<file path="config.mk">
export PLATFORM = sky130hd
export DESIGN_NAME = kanji_glyph_rom_port
export DESIGN_NICKNAME = d
export VERILOG_FILES = /design/src/rtl/core/kgr_pkg.sv /design/src/rtl/core/kgr_decode.sv /design/src/rtl/core/kanji_glyph_rom_port.sv
export SDC_FILE = /design/constraint.sdc
export NUM_CORES = 1
export LEC_CHECK = 0
export ABC_AREA = 1
export CAP_MARGIN = 15
export CORE_ASPECT_RATIO = 0.5
export CORE_MARGIN = 2
export CORE_UTILIZATION = 55
export CTS_CLUSTER_SIZE = 8
export DETAILED_ROUTE_END_ITERATION = 8
export DONT_BUFFER_PORTS = 1
export PLACE_DENSITY = 0.79
export SLEW_MARGIN = 20
export SYNTH_ARGS = -nofsm -noshare
export SYNTH_HDL_FRONTEND = slang
export SYNTH_HIERARCHICAL = 1
export SYNTH_SLANG_ARGS = --single-unit
</file>
<file path="constraint.sdc">
create_clock -name clk -period 2.9 [get_ports clk]
set_input_delay 0.435 -clock clk [delete_from_list [all_inputs] [get_ports clk]]
set_output_delay 0.435 -clock clk [all_outputs]
set_load 0.1 [all_outputs]
</file>
<file path="src/rtl/core/kgr_pkg.sv">
// ----------------------------------------------------------------------------
// kgr_pkg
// Shared types and constants for the kanji glyph memory port.
// ----------------------------------------------------------------------------
`timescale 1ns / 1ps
`default_nettype none

package kgr_pkg;

  localparam int ADDR_W = 19;

  typedef enum logic [2:0] {
    ACT_CODE_LO = 3'd0,
    ACT_CODE_HI = 3'd1,
    ACT_READ    = 3'd2,
    ACT_WRITE   = 3'd3,
    ACT_ROW     = 3'd4
  } action_t;

  typedef enum logic [1:0] {
    TGT_NONE  = 2'd0,
    TGT_ROM   = 2'd1,
    TGT_RAM   = 2'd2,
    TGT_SOLID = 2'd3
  } target_t;

  localparam logic [0:0] REG_ANK_EIGHT_DOT = 1'b0;

  // JIS block boundaries on the first byte
  localparam logic [7:0] J1_OFS     = 8'h20;
  localparam logic [7:0] J1_BLK28   = 8'h28;
  localparam logic [7:0] J1_BLK30   = 8'h30;
  localparam logic [7:0] J1_BLK40   = 8'h40;
  localparam logic [7:0] J1_BLK50   = 8'h50;
  localparam logic [7:0] J1_BLK60   = 8'h60;
  localparam logic [7:0] J1_BLK70   = 8'h70;
  localparam logic [7:0] J1_USER    = 8'h76;
  localparam logic [7:0] J1_USER_HI = 8'h77;
  localparam logic [7:0] J1_END     = 8'h78;
  localparam logic [6:0] J2_SOLID0  = 7'h7E;
  localparam logic [6:0] J2_SOLID1  = 7'h7F;

  localparam logic [ADDR_W-1:0] ANK16_BASE = 19'h40000;
  localparam logic [ADDR_W-1:0] ANK8_BASE  = 19'h41000;
  localparam logic [ADDR_W-1:0] BASE_40000 = 19'h40000;
  localparam logic [ADDR_W-1:0] BASE_04000 = 19'h04000;
  localparam logic [ADDR_W-1:0] BASE_20000 = 19'h20000;
  localparam logic [ADDR_W-1:0] BASE_24000 = 19'h24000;

  localparam logic [7:0] SOLID_BYTE = 8'hFF;

  typedef struct packed {
    logic [2:0] action;
    logic [7:0] bus_data;
  } req_word_t;

  typedef struct packed {
    logic [1:0]        mem_target;
    logic [ADDR_W-1:0] mem_address;
    logic              mem_write;
    logic [7:0]        write_byte;
    logic [7:0]        fallback_byte;
  } rsp_word_t;

  typedef struct packed {
    target_t           target;
    logic [ADDR_W-1:0] base;
  } dec_result_t;

endpackage

`default_nettype wire

</file>
<file path="src/rtl/core/kgr_decode.sv">
// ----------------------------------------------------------------------------
// kgr_decode
// Maps a hardware character code to memory target and glyph base address.
// ----------------------------------------------------------------------------
`timescale 1ns / 1ps
`default_nettype none

module kgr_decode (
  input  wire logic [15:0]          code,
  input  wire logic                 ank_eight_dot,
  output kgr_pkg::dec_result_t      dec
);
  import kgr_pkg::*;

  logic                 lr;
  logic [7:0]           j1;
  logic [6:0]           j2;
  logic [ADDR_W-1:0]    lo;
  logic [ADDR_W-1:0]    hi8;
  logic [ADDR_W-1:0]    hi10;
  logic [ADDR_W-1:0]    hi6;
  logic [ADDR_W-1:0]    j1_3;
  logic [ADDR_W-1:0]    j1_4;
  logic [ADDR_W-1:0]    j1_1;
  logic [ADDR_W-1:0]    lr_w;

  assign lr   = code[15];
  assign j1   = {1'b0, code[6:0]} + J1_OFS;
  assign j2   = code[14:8];
  assign lr_w = ADDR_W'(lr);
  assign lo   = ADDR_W'({j2[4:0], 5'd0});
  assign hi8  = ADDR_W'({j2[6:5], 13'd0});
  assign hi10 = ADDR_W'({j2[6:5], 15'd0});
  assign hi6  = ADDR_W'({j2[6:5], 11'd0});
  assign j1_3 = ADDR_W'({j1[2:0], 10'd0});
  assign j1_4 = ADDR_W'({j1[3:0], 10'd0});
  assign j1_1 = ADDR_W'({j1[0], 10'd0});

  always_comb begin
    dec.target = TGT_ROM;
    dec.base   = '0;
    if (j2 == 7'd0 && !lr) begin
      if (ank_eight_dot) begin
        dec.base = ANK8_BASE + ADDR_W'({code[7:0], 3'd0});
      end else begin
        dec.base = ANK16_BASE + ADDR_W'({code[7:0], 4'd0});
      end
    end else if (j1 < J1_BLK28) begin
      dec.base = lr_w + hi8 + j1_3 + lo;
    end else if (j1 < J1_BLK30) begin
      dec.base = lr_w + BASE_40000 + hi8 + j1_3 + lo;
    end else if (j1 < J1_BLK40) begin
      dec.base = lr_w + hi10 + j1_4 + lo;
    end else if (j1 < J1_BLK50) begin
      dec.base = lr_w + BASE_04000 + hi10 + j1_4 + lo;
    end else if (j1 < J1_BLK60) begin
      dec.base = lr_w + BASE_20000 + hi10 + j1_4 + lo;
    end else if (j1 < J1_BLK70) begin
      dec.base = lr_w + BASE_24000 + hi10 + j1_4 + lo;
    end else if (j1 < J1_USER) begin
      dec.base = lr_w + BASE_20000 + hi8 + j1_3 + lo;
    end else if (j1 < J1_END) begin
      if (j1 == J1_USER_HI && (j2 == J2_SOLID0 || j2 == J2_SOLID1)) begin
        dec.target = TGT_SOLID;
        dec.base   = lr_w;
      end else begin
        dec.target = TGT_RAM;
        dec.base   = lr_w + hi6 + j1_1 + lo;
      end
    end
  end

endmodule

`default_nettype wire

</file>
<file path="src/rtl/core/kanji_glyph_rom_port.sv">
// ----------------------------------------------------------------------------
// kanji_glyph_rom_port
// Character-generator port: code/row registers, glyph decode, result register.
// ----------------------------------------------------------------------------
// Usage:
//   req channel (req_valid/req_ready/req) carries one bus access word:
//   code low byte, code high byte, row register load, glyph read or glyph
//   write. Every accepted word yields exactly one rsp word (rsp_valid/
//   rsp_ready/rsp) with memory target, byte address, write strobe, write byte
//   and fallback byte. Register loads and unused actions give an all-zero rsp.
//   The rsp word is registered: it is valid the cycle after acceptance.
//   Throughput is one word per cycle, set by the single rsp register; while
//   rsp_ready is low and a rsp word is held, req_ready drops and no word is
//   taken. The rsp word holds until taken.
//   The APB port holds ank_eight_dot at byte address 0 (paddr[2] low).
//   Reset (rst, synchronous) clears the character code, row register,
//   ank_eight_dot and rsp_valid; the block is ready in the next cycle.
// ----------------------------------------------------------------------------
`timescale 1ns / 1ps
`default_nettype none

module kanji_glyph_rom_port (
  input  wire logic               clk,
  input  wire logic               rst,
  input  wire logic               req_valid,
  output logic                    req_ready,
  input  wire kgr_pkg::req_word_t req,
  output logic                    rsp_valid,
  input  wire logic               rsp_ready,
  output kgr_pkg::rsp_word_t      rsp,
  input  wire logic               psel,
  input  wire logic               penable,
  input  wire logic               pwrite,
  input  wire logic [2:0]         paddr,
  input  wire logic [31:0]        pwdata,
  output logic [31:0]             prdata,
  output logic                    pready
);
  import kgr_pkg::*;

  logic              ank_eight_dot;
  logic [14:0]       char_code;
  logic [7:0]        row_select;
  logic [14:0]       char_code_next;
  logic [7:0]        row_select_next;
  rsp_word_t         rsp_next;
  logic              accept;
  logic [15:0]       hw_code;
  dec_result_t       dec;
  logic [3:0]        row_rd;
  logic [3:0]        row_wr;
  logic              wide;
  logic [4:0]        ofs_rd;
  logic [4:0]        ofs_wr;

  assign pready    = 1'b1;
  assign prdata    = (paddr[2:2] == REG_ANK_EIGHT_DOT) ? {31'd0, ank_eight_dot} : 32'd0;
  assign req_ready = !rsp_valid || rsp_ready;
  assign accept    = req_valid && req_ready;
  assign hw_code   = {~row_select[5], char_code};

  kgr_decode u_decode (
    .code          (hw_code),
    .ank_eight_dot (ank_eight_dot),
    .dec           (dec)
  );

  assign wide   = |char_code[14:8];
  assign row_wr = row_select[3:0];
  assign row_rd = (hw_code[15:8] == 8'd0 && ank_eight_dot) ? {1'b0, row_select[2:0]}
                                                           : row_select[3:0];
  assign ofs_rd = wide ? {row_rd, 1'b0} : {1'b0, row_rd};
  assign ofs_wr = wide ? {row_wr, 1'b0} : {1'b0, row_wr};

  always_comb begin
    char_code_next  = char_code;
    row_select_next = row_select;
    rsp_next        = '0;
    case (req.action)
      ACT_CODE_LO: begin
        char_code_next = {char_code[14:8], req.bus_data};
      end
      ACT_CODE_HI: begin
        char_code_next = {req.bus_data[6:0], char_code[7:0]};
      end
      ACT_ROW: begin
        row_select_next = req.bus_data;
      end
      ACT_READ: begin
        rsp_next.mem_target  = dec.target;
        rsp_next.mem_address = dec.base + ADDR_W'(ofs_rd);
        if (dec.target == TGT_SOLID) begin
          rsp_next.fallback_byte = SOLID_BYTE;
        end
      end
      ACT_WRITE: begin
        if (dec.target == TGT_RAM) begin
          rsp_next.mem_target  = TGT_RAM;
          rsp_next.mem_address = dec.base + ADDR_W'(ofs_wr);
          rsp_next.mem_write   = 1'b1;
          rsp_next.write_byte  = req.bus_data;
        end
      end
      default: begin
      end
    endcase
  end

  always_ff @(posedge clk) begin
    if (rst) begin
      ank_eight_dot <= 1'b0;
      char_code     <= '0;
      row_select    <= '0;
      rsp_valid     <= 1'b0;
    end else begin
      if (psel && penable && pwrite && pready && paddr[2:2] == REG_ANK_EIGHT_DOT) begin
        ank_eight_dot <= pwdata[0];
      end
      if (accept) begin
        char_code  <= char_code_next;
        row_select <= row_select_next;
        rsp_valid  <= 1'b1;
      end else if (rsp_ready) begin
        rsp_valid <= 1'b0;
      end
    end
  end

  always_ff @(posedge clk) begin
    if (accept) begin
      rsp <= rsp_next;
    end
  end

  a_write_is_ram: assert property (@(posedge clk) disable iff (rst)
    rsp_valid && rsp.mem_write |-> rsp.mem_target == TGT_RAM)
    else $error("write strobe outside backup RAM");

  a_fallback_solid: assert property (@(posedge clk) disable iff (rst)
    rsp_valid && rsp.fallback_byte != 8'd0 |-> rsp.mem_target == TGT_SOLID)
    else $error("fallback byte without fallback target");

  a_load_no_access: assert property (@(posedge clk) disable iff (rst)
    accept && (req.action == ACT_CODE_LO || req.action == ACT_CODE_HI ||
               req.action == ACT_ROW)
    |=> rsp_valid && rsp.mem_target == TGT_NONE && !rsp.mem_write)
    else $error("register load produced a memory access");

  a_ready_when_empty: assert property (@(posedge clk) disable iff (rst)
    !rsp_valid |-> req_ready)
    else $error("not ready with empty result register");

  a_wbyte_needs_strobe: assert property (@(posedge clk) disable iff (rst)
    rsp_valid && rsp.write_byte != 8'd0 |-> rsp.mem_write)
    else $error("write byte without write strobe");

endmodule

`default_nettype wire
</file>
==> impl_metrics.csv <==
group,metric,value,unit
outcome,outcome,"finished clean",
pwr,powerDensity,443.7,mW/mm2
floorplan,fp-row-count,22,
critical_path,worstPathRequired,2.94,ns
hold_path,hold_path_class,"primary input to register",
synthesis,synth_edf_count,31,
clock_tree,numCtsBuffers,5,
placed_design,gp_congestion,0.9492,
timing,max-slew-margin-rel,38.83,%
global_routing,grt_overflow,0,
clock_tree,clock_sinks,53,
drt,first_pass_iters,5,
synthesis,synthFlopType,"edfxtp_1",
pwr,peakVddDrop,295.8,uV
floorplan,die_y,66.08,um
synthesis,ys_seq_area_share,32.35,%
clock_tree,holdBufCountCts,0,
floorplan,start_util,57.25,%
clock_tree,clk_latency,0.30,ns
critical_path,startpoint_type,"register",
placed_design,pre_cts_slack,-0.07085,ns
global_routing,grt_pass1_wl,16030,um
timing,fmax,357.5,MHz
drt,drt_iter0_markers,286,
clock_tree,h-tree-depth,2,
synthesis,syn_area,0.004239,mm2
timing,hold_viol,0,
pwr,p_leak,2.153,nW
drt,vias_per_cell,5.388,
synthesis,syn-instance-count,595,
flow_run,maxCapViolCount,0,
drt,drc,0,
global_routing,grt_max_degree,28,
clock_tree,cts_tree,"yes",
clock_tree,clkTransAtPathRegs,0.07,ns
synthesis,netlist_top_cells_area,"edfxtp_1 (22%), nand2_1 (11%), dfxtp_1 (10%)",
timing,clock_skew,0.008746,ns
final_layout,areaGrowthSynthToFinish,10.21,%
synthesis,async_reset_ff_share,0,%
clock_tree,cts_root_buf,"clkbuf_16",
final_layout,fin_area,0.004672,mm2
synthesis,synth_common_cells,"nand2_1 (120), inv_1 (75), nor2_1 (74), nand3_1 (69), buf_4 (42)",
global_routing,grt.total_usage,24.04,%
floorplan,core_area,0.007405,mm2
critical_path,crit_fanout,7,
floorplan,die-area,0.008468,mm2
drt,num_vias,3831,
synthesis,post-synth-top-count-cell,"nand2_1",
placed_design,dpl-instance-area,0.004365,mm2
timing,fin_crit,2.797,ns
critical_path,crit_arrival,2.84,ns
timing,worst_pin_slew,0.9194,ns
global_routing,grt_pass1_vias,3383,
timing,finalMaxSlewViolations,0,
clock_tree,clockBufferDepth,2,
drt,wl_per_cell,13.93,um
synthesis,synth_cell_type_count,38,
synthesis,synth_top_area_share,21.96,%
timing,hold_slack,0.1935,ns
timing,timing.final.ws_setup,0.1028,ns
final_layout,nFillCells,644,
critical_path,endpoint_kind,"register",
final_layout,n_antenna_cell,0,
final_layout,fin_nets,679,
placed_design,io_buffer_count,0,
synthesis,ys_ff_latch,53,
placed_design,place_hpwl,7354,um
synthesis,yosys.area.top_type,"edfxtp_1",
final_layout,final_layout_size_suffix_gt1_share,17.72,%
floorplan,num_io_pins,126,
drt,detail-route-antenna-nets,0,
global_routing,antenna_found_initial,0,
synthesis,yosysWarnings,6,
floorplan,die_w,128.2,um
drt,routed_wl,9901,um
synthesis,syn_area_per_cell,7.124,um2
timing,setup_viol,0,
timing,fin_crit_sh,96.46,%
timing,tns,0,ns
critical_path,criticalPathCategory,"register to register",
timing,grt_setup_unrepaired,"yes",
==> kinds of logic (layout without fill, tap and decap cells) <==
kind of cell / count (synthesis) / after routing / share of synthesized area [%]
other cells: 3 / 34 / 0.2656
fa+ha+maj: 12 / 12 / 3.719
compound gates: 66 / 66 / 9.032
xor+xnor: 5 / 5 / 1.033
buf+inv: 134 / 122 / 16.38
simple gates: 322 / 323 / 37.22
flops: 53 / 53 / 32.35
==> area by class of cell <==
type | count | area, um2 | area share, %
flip-flops and latches | 53 | 1379 | 29.51
repair buffers | 33 | 325.3 | 6.963
well taps | 96 | 120.1 | 2.571
inverters | 81 | 304.0 | 6.508
multi-input cells | 440 | 2381 | 50.96
clock inverters | 1 | 8.758 | 0.1875
clock buffers | 7 | 153.9 | 3.294
==> per-stage QoR <==
stage | power, mW | util [%] | instances
after floorplan | 1.414 | - | 626
after global placement | 1.424 | 58.96 | 697
after detailed placement | 1.431 | 58.96 | 697
after CTS | 2.079 | 61.19 | 705
after global routing | 2.147 | 63.10 | 711
final | 2.073 | 63.10 | 711
==> what timing repair did <==
| action | 4_1_cts | 5_1_grt |
|---|---|---|
| gates cloned | 0 | 1 |
| setup buffers | 0 | 5 |
| gates resized for setup | 1 | 26 |
| setup endpoints to repair | 6 | 16 |
| endpoints found under the hold margin | 0 | 0 |
| pin swaps | 0 | 6 |
==> final timing paths <==
kind / startpoint / to / slack, ns / cells after the start
hold / removal: rst / char_code[5]$_SDFFE_PP0P_ / 0.19 / 1
setup reg to reg: char_code[6]$_SDFFE_PP0P_ / rsp[29]$_DFFE_PP_ / 0.10 / 17
hold reg to reg: row_select[2]$_SDFFE_PP0P_ / row_select[2]$_SDFFE_PP0P_ / 0.52 / 2
setup / recovery: char_code[6]$_SDFFE_PP0P_ / rsp[29]$_DFFE_PP_ / 0.10 / 17
==> sequential cells by signal, indices dropped and copies added (netlist names) <==
| signal | cells |
|---|---|
| ank_eight_dot | 1 |
| rsp | 31 |
| rsp_valid | 1 |
| char_code | 15 |
| row_select | 5 |
==> layout by cell type (no fill, tap or decap), drive strengths merged, types with 2 or more instances in the layout <==
cell type / count
o22ai: 2
nand2: 134
buf: 33
dfxtp: 22
o21ai: 36
xor2: 4
nor3: 9
conb: 34
nand4: 15
nor2: 87
clkbuf: 7
nand3: 73
edfxtp: 31
a21oi: 14
inv: 81
a211oi: 13
ha: 11
nand3b: 2
==> layer usage <==
layer,global-route usage [%],up-vias,share of wire [%]
met1,33.33,1743,48
met2,37.43,163,44
li1,-,1909,-
met4,7.418,0,1.1
met5,0,-,0
met3,5.663,16,7.1
==> worst max-delay path: stages (launching register included) <==
cell and delay [ns]:
dfxtp_4 0.36, inv_1 0.07, ha_4 0.28, nand3_2 0.11, nand2_4 0.09, o21ai_2 0.06, inv_2 0.09, a21oi_1 0.09
ha_2 0.21, fa_1 0.39, nand2_2 0.12, nand2_1 0.11, nand3_4 0.11, nand2_4 0.10, nand3_1 0.12, nand2_1 0.08
nand3_1 0.08, nand2_1 0.09
==> power by group <==
group          internal, mW  leakage, nW  switching (mW)
clock network         0.375       0.0792           0.273
logic                0.0691         1.58           0.357
registers             0.828        0.496           0.171
Power figures use the tool's default switching activity.
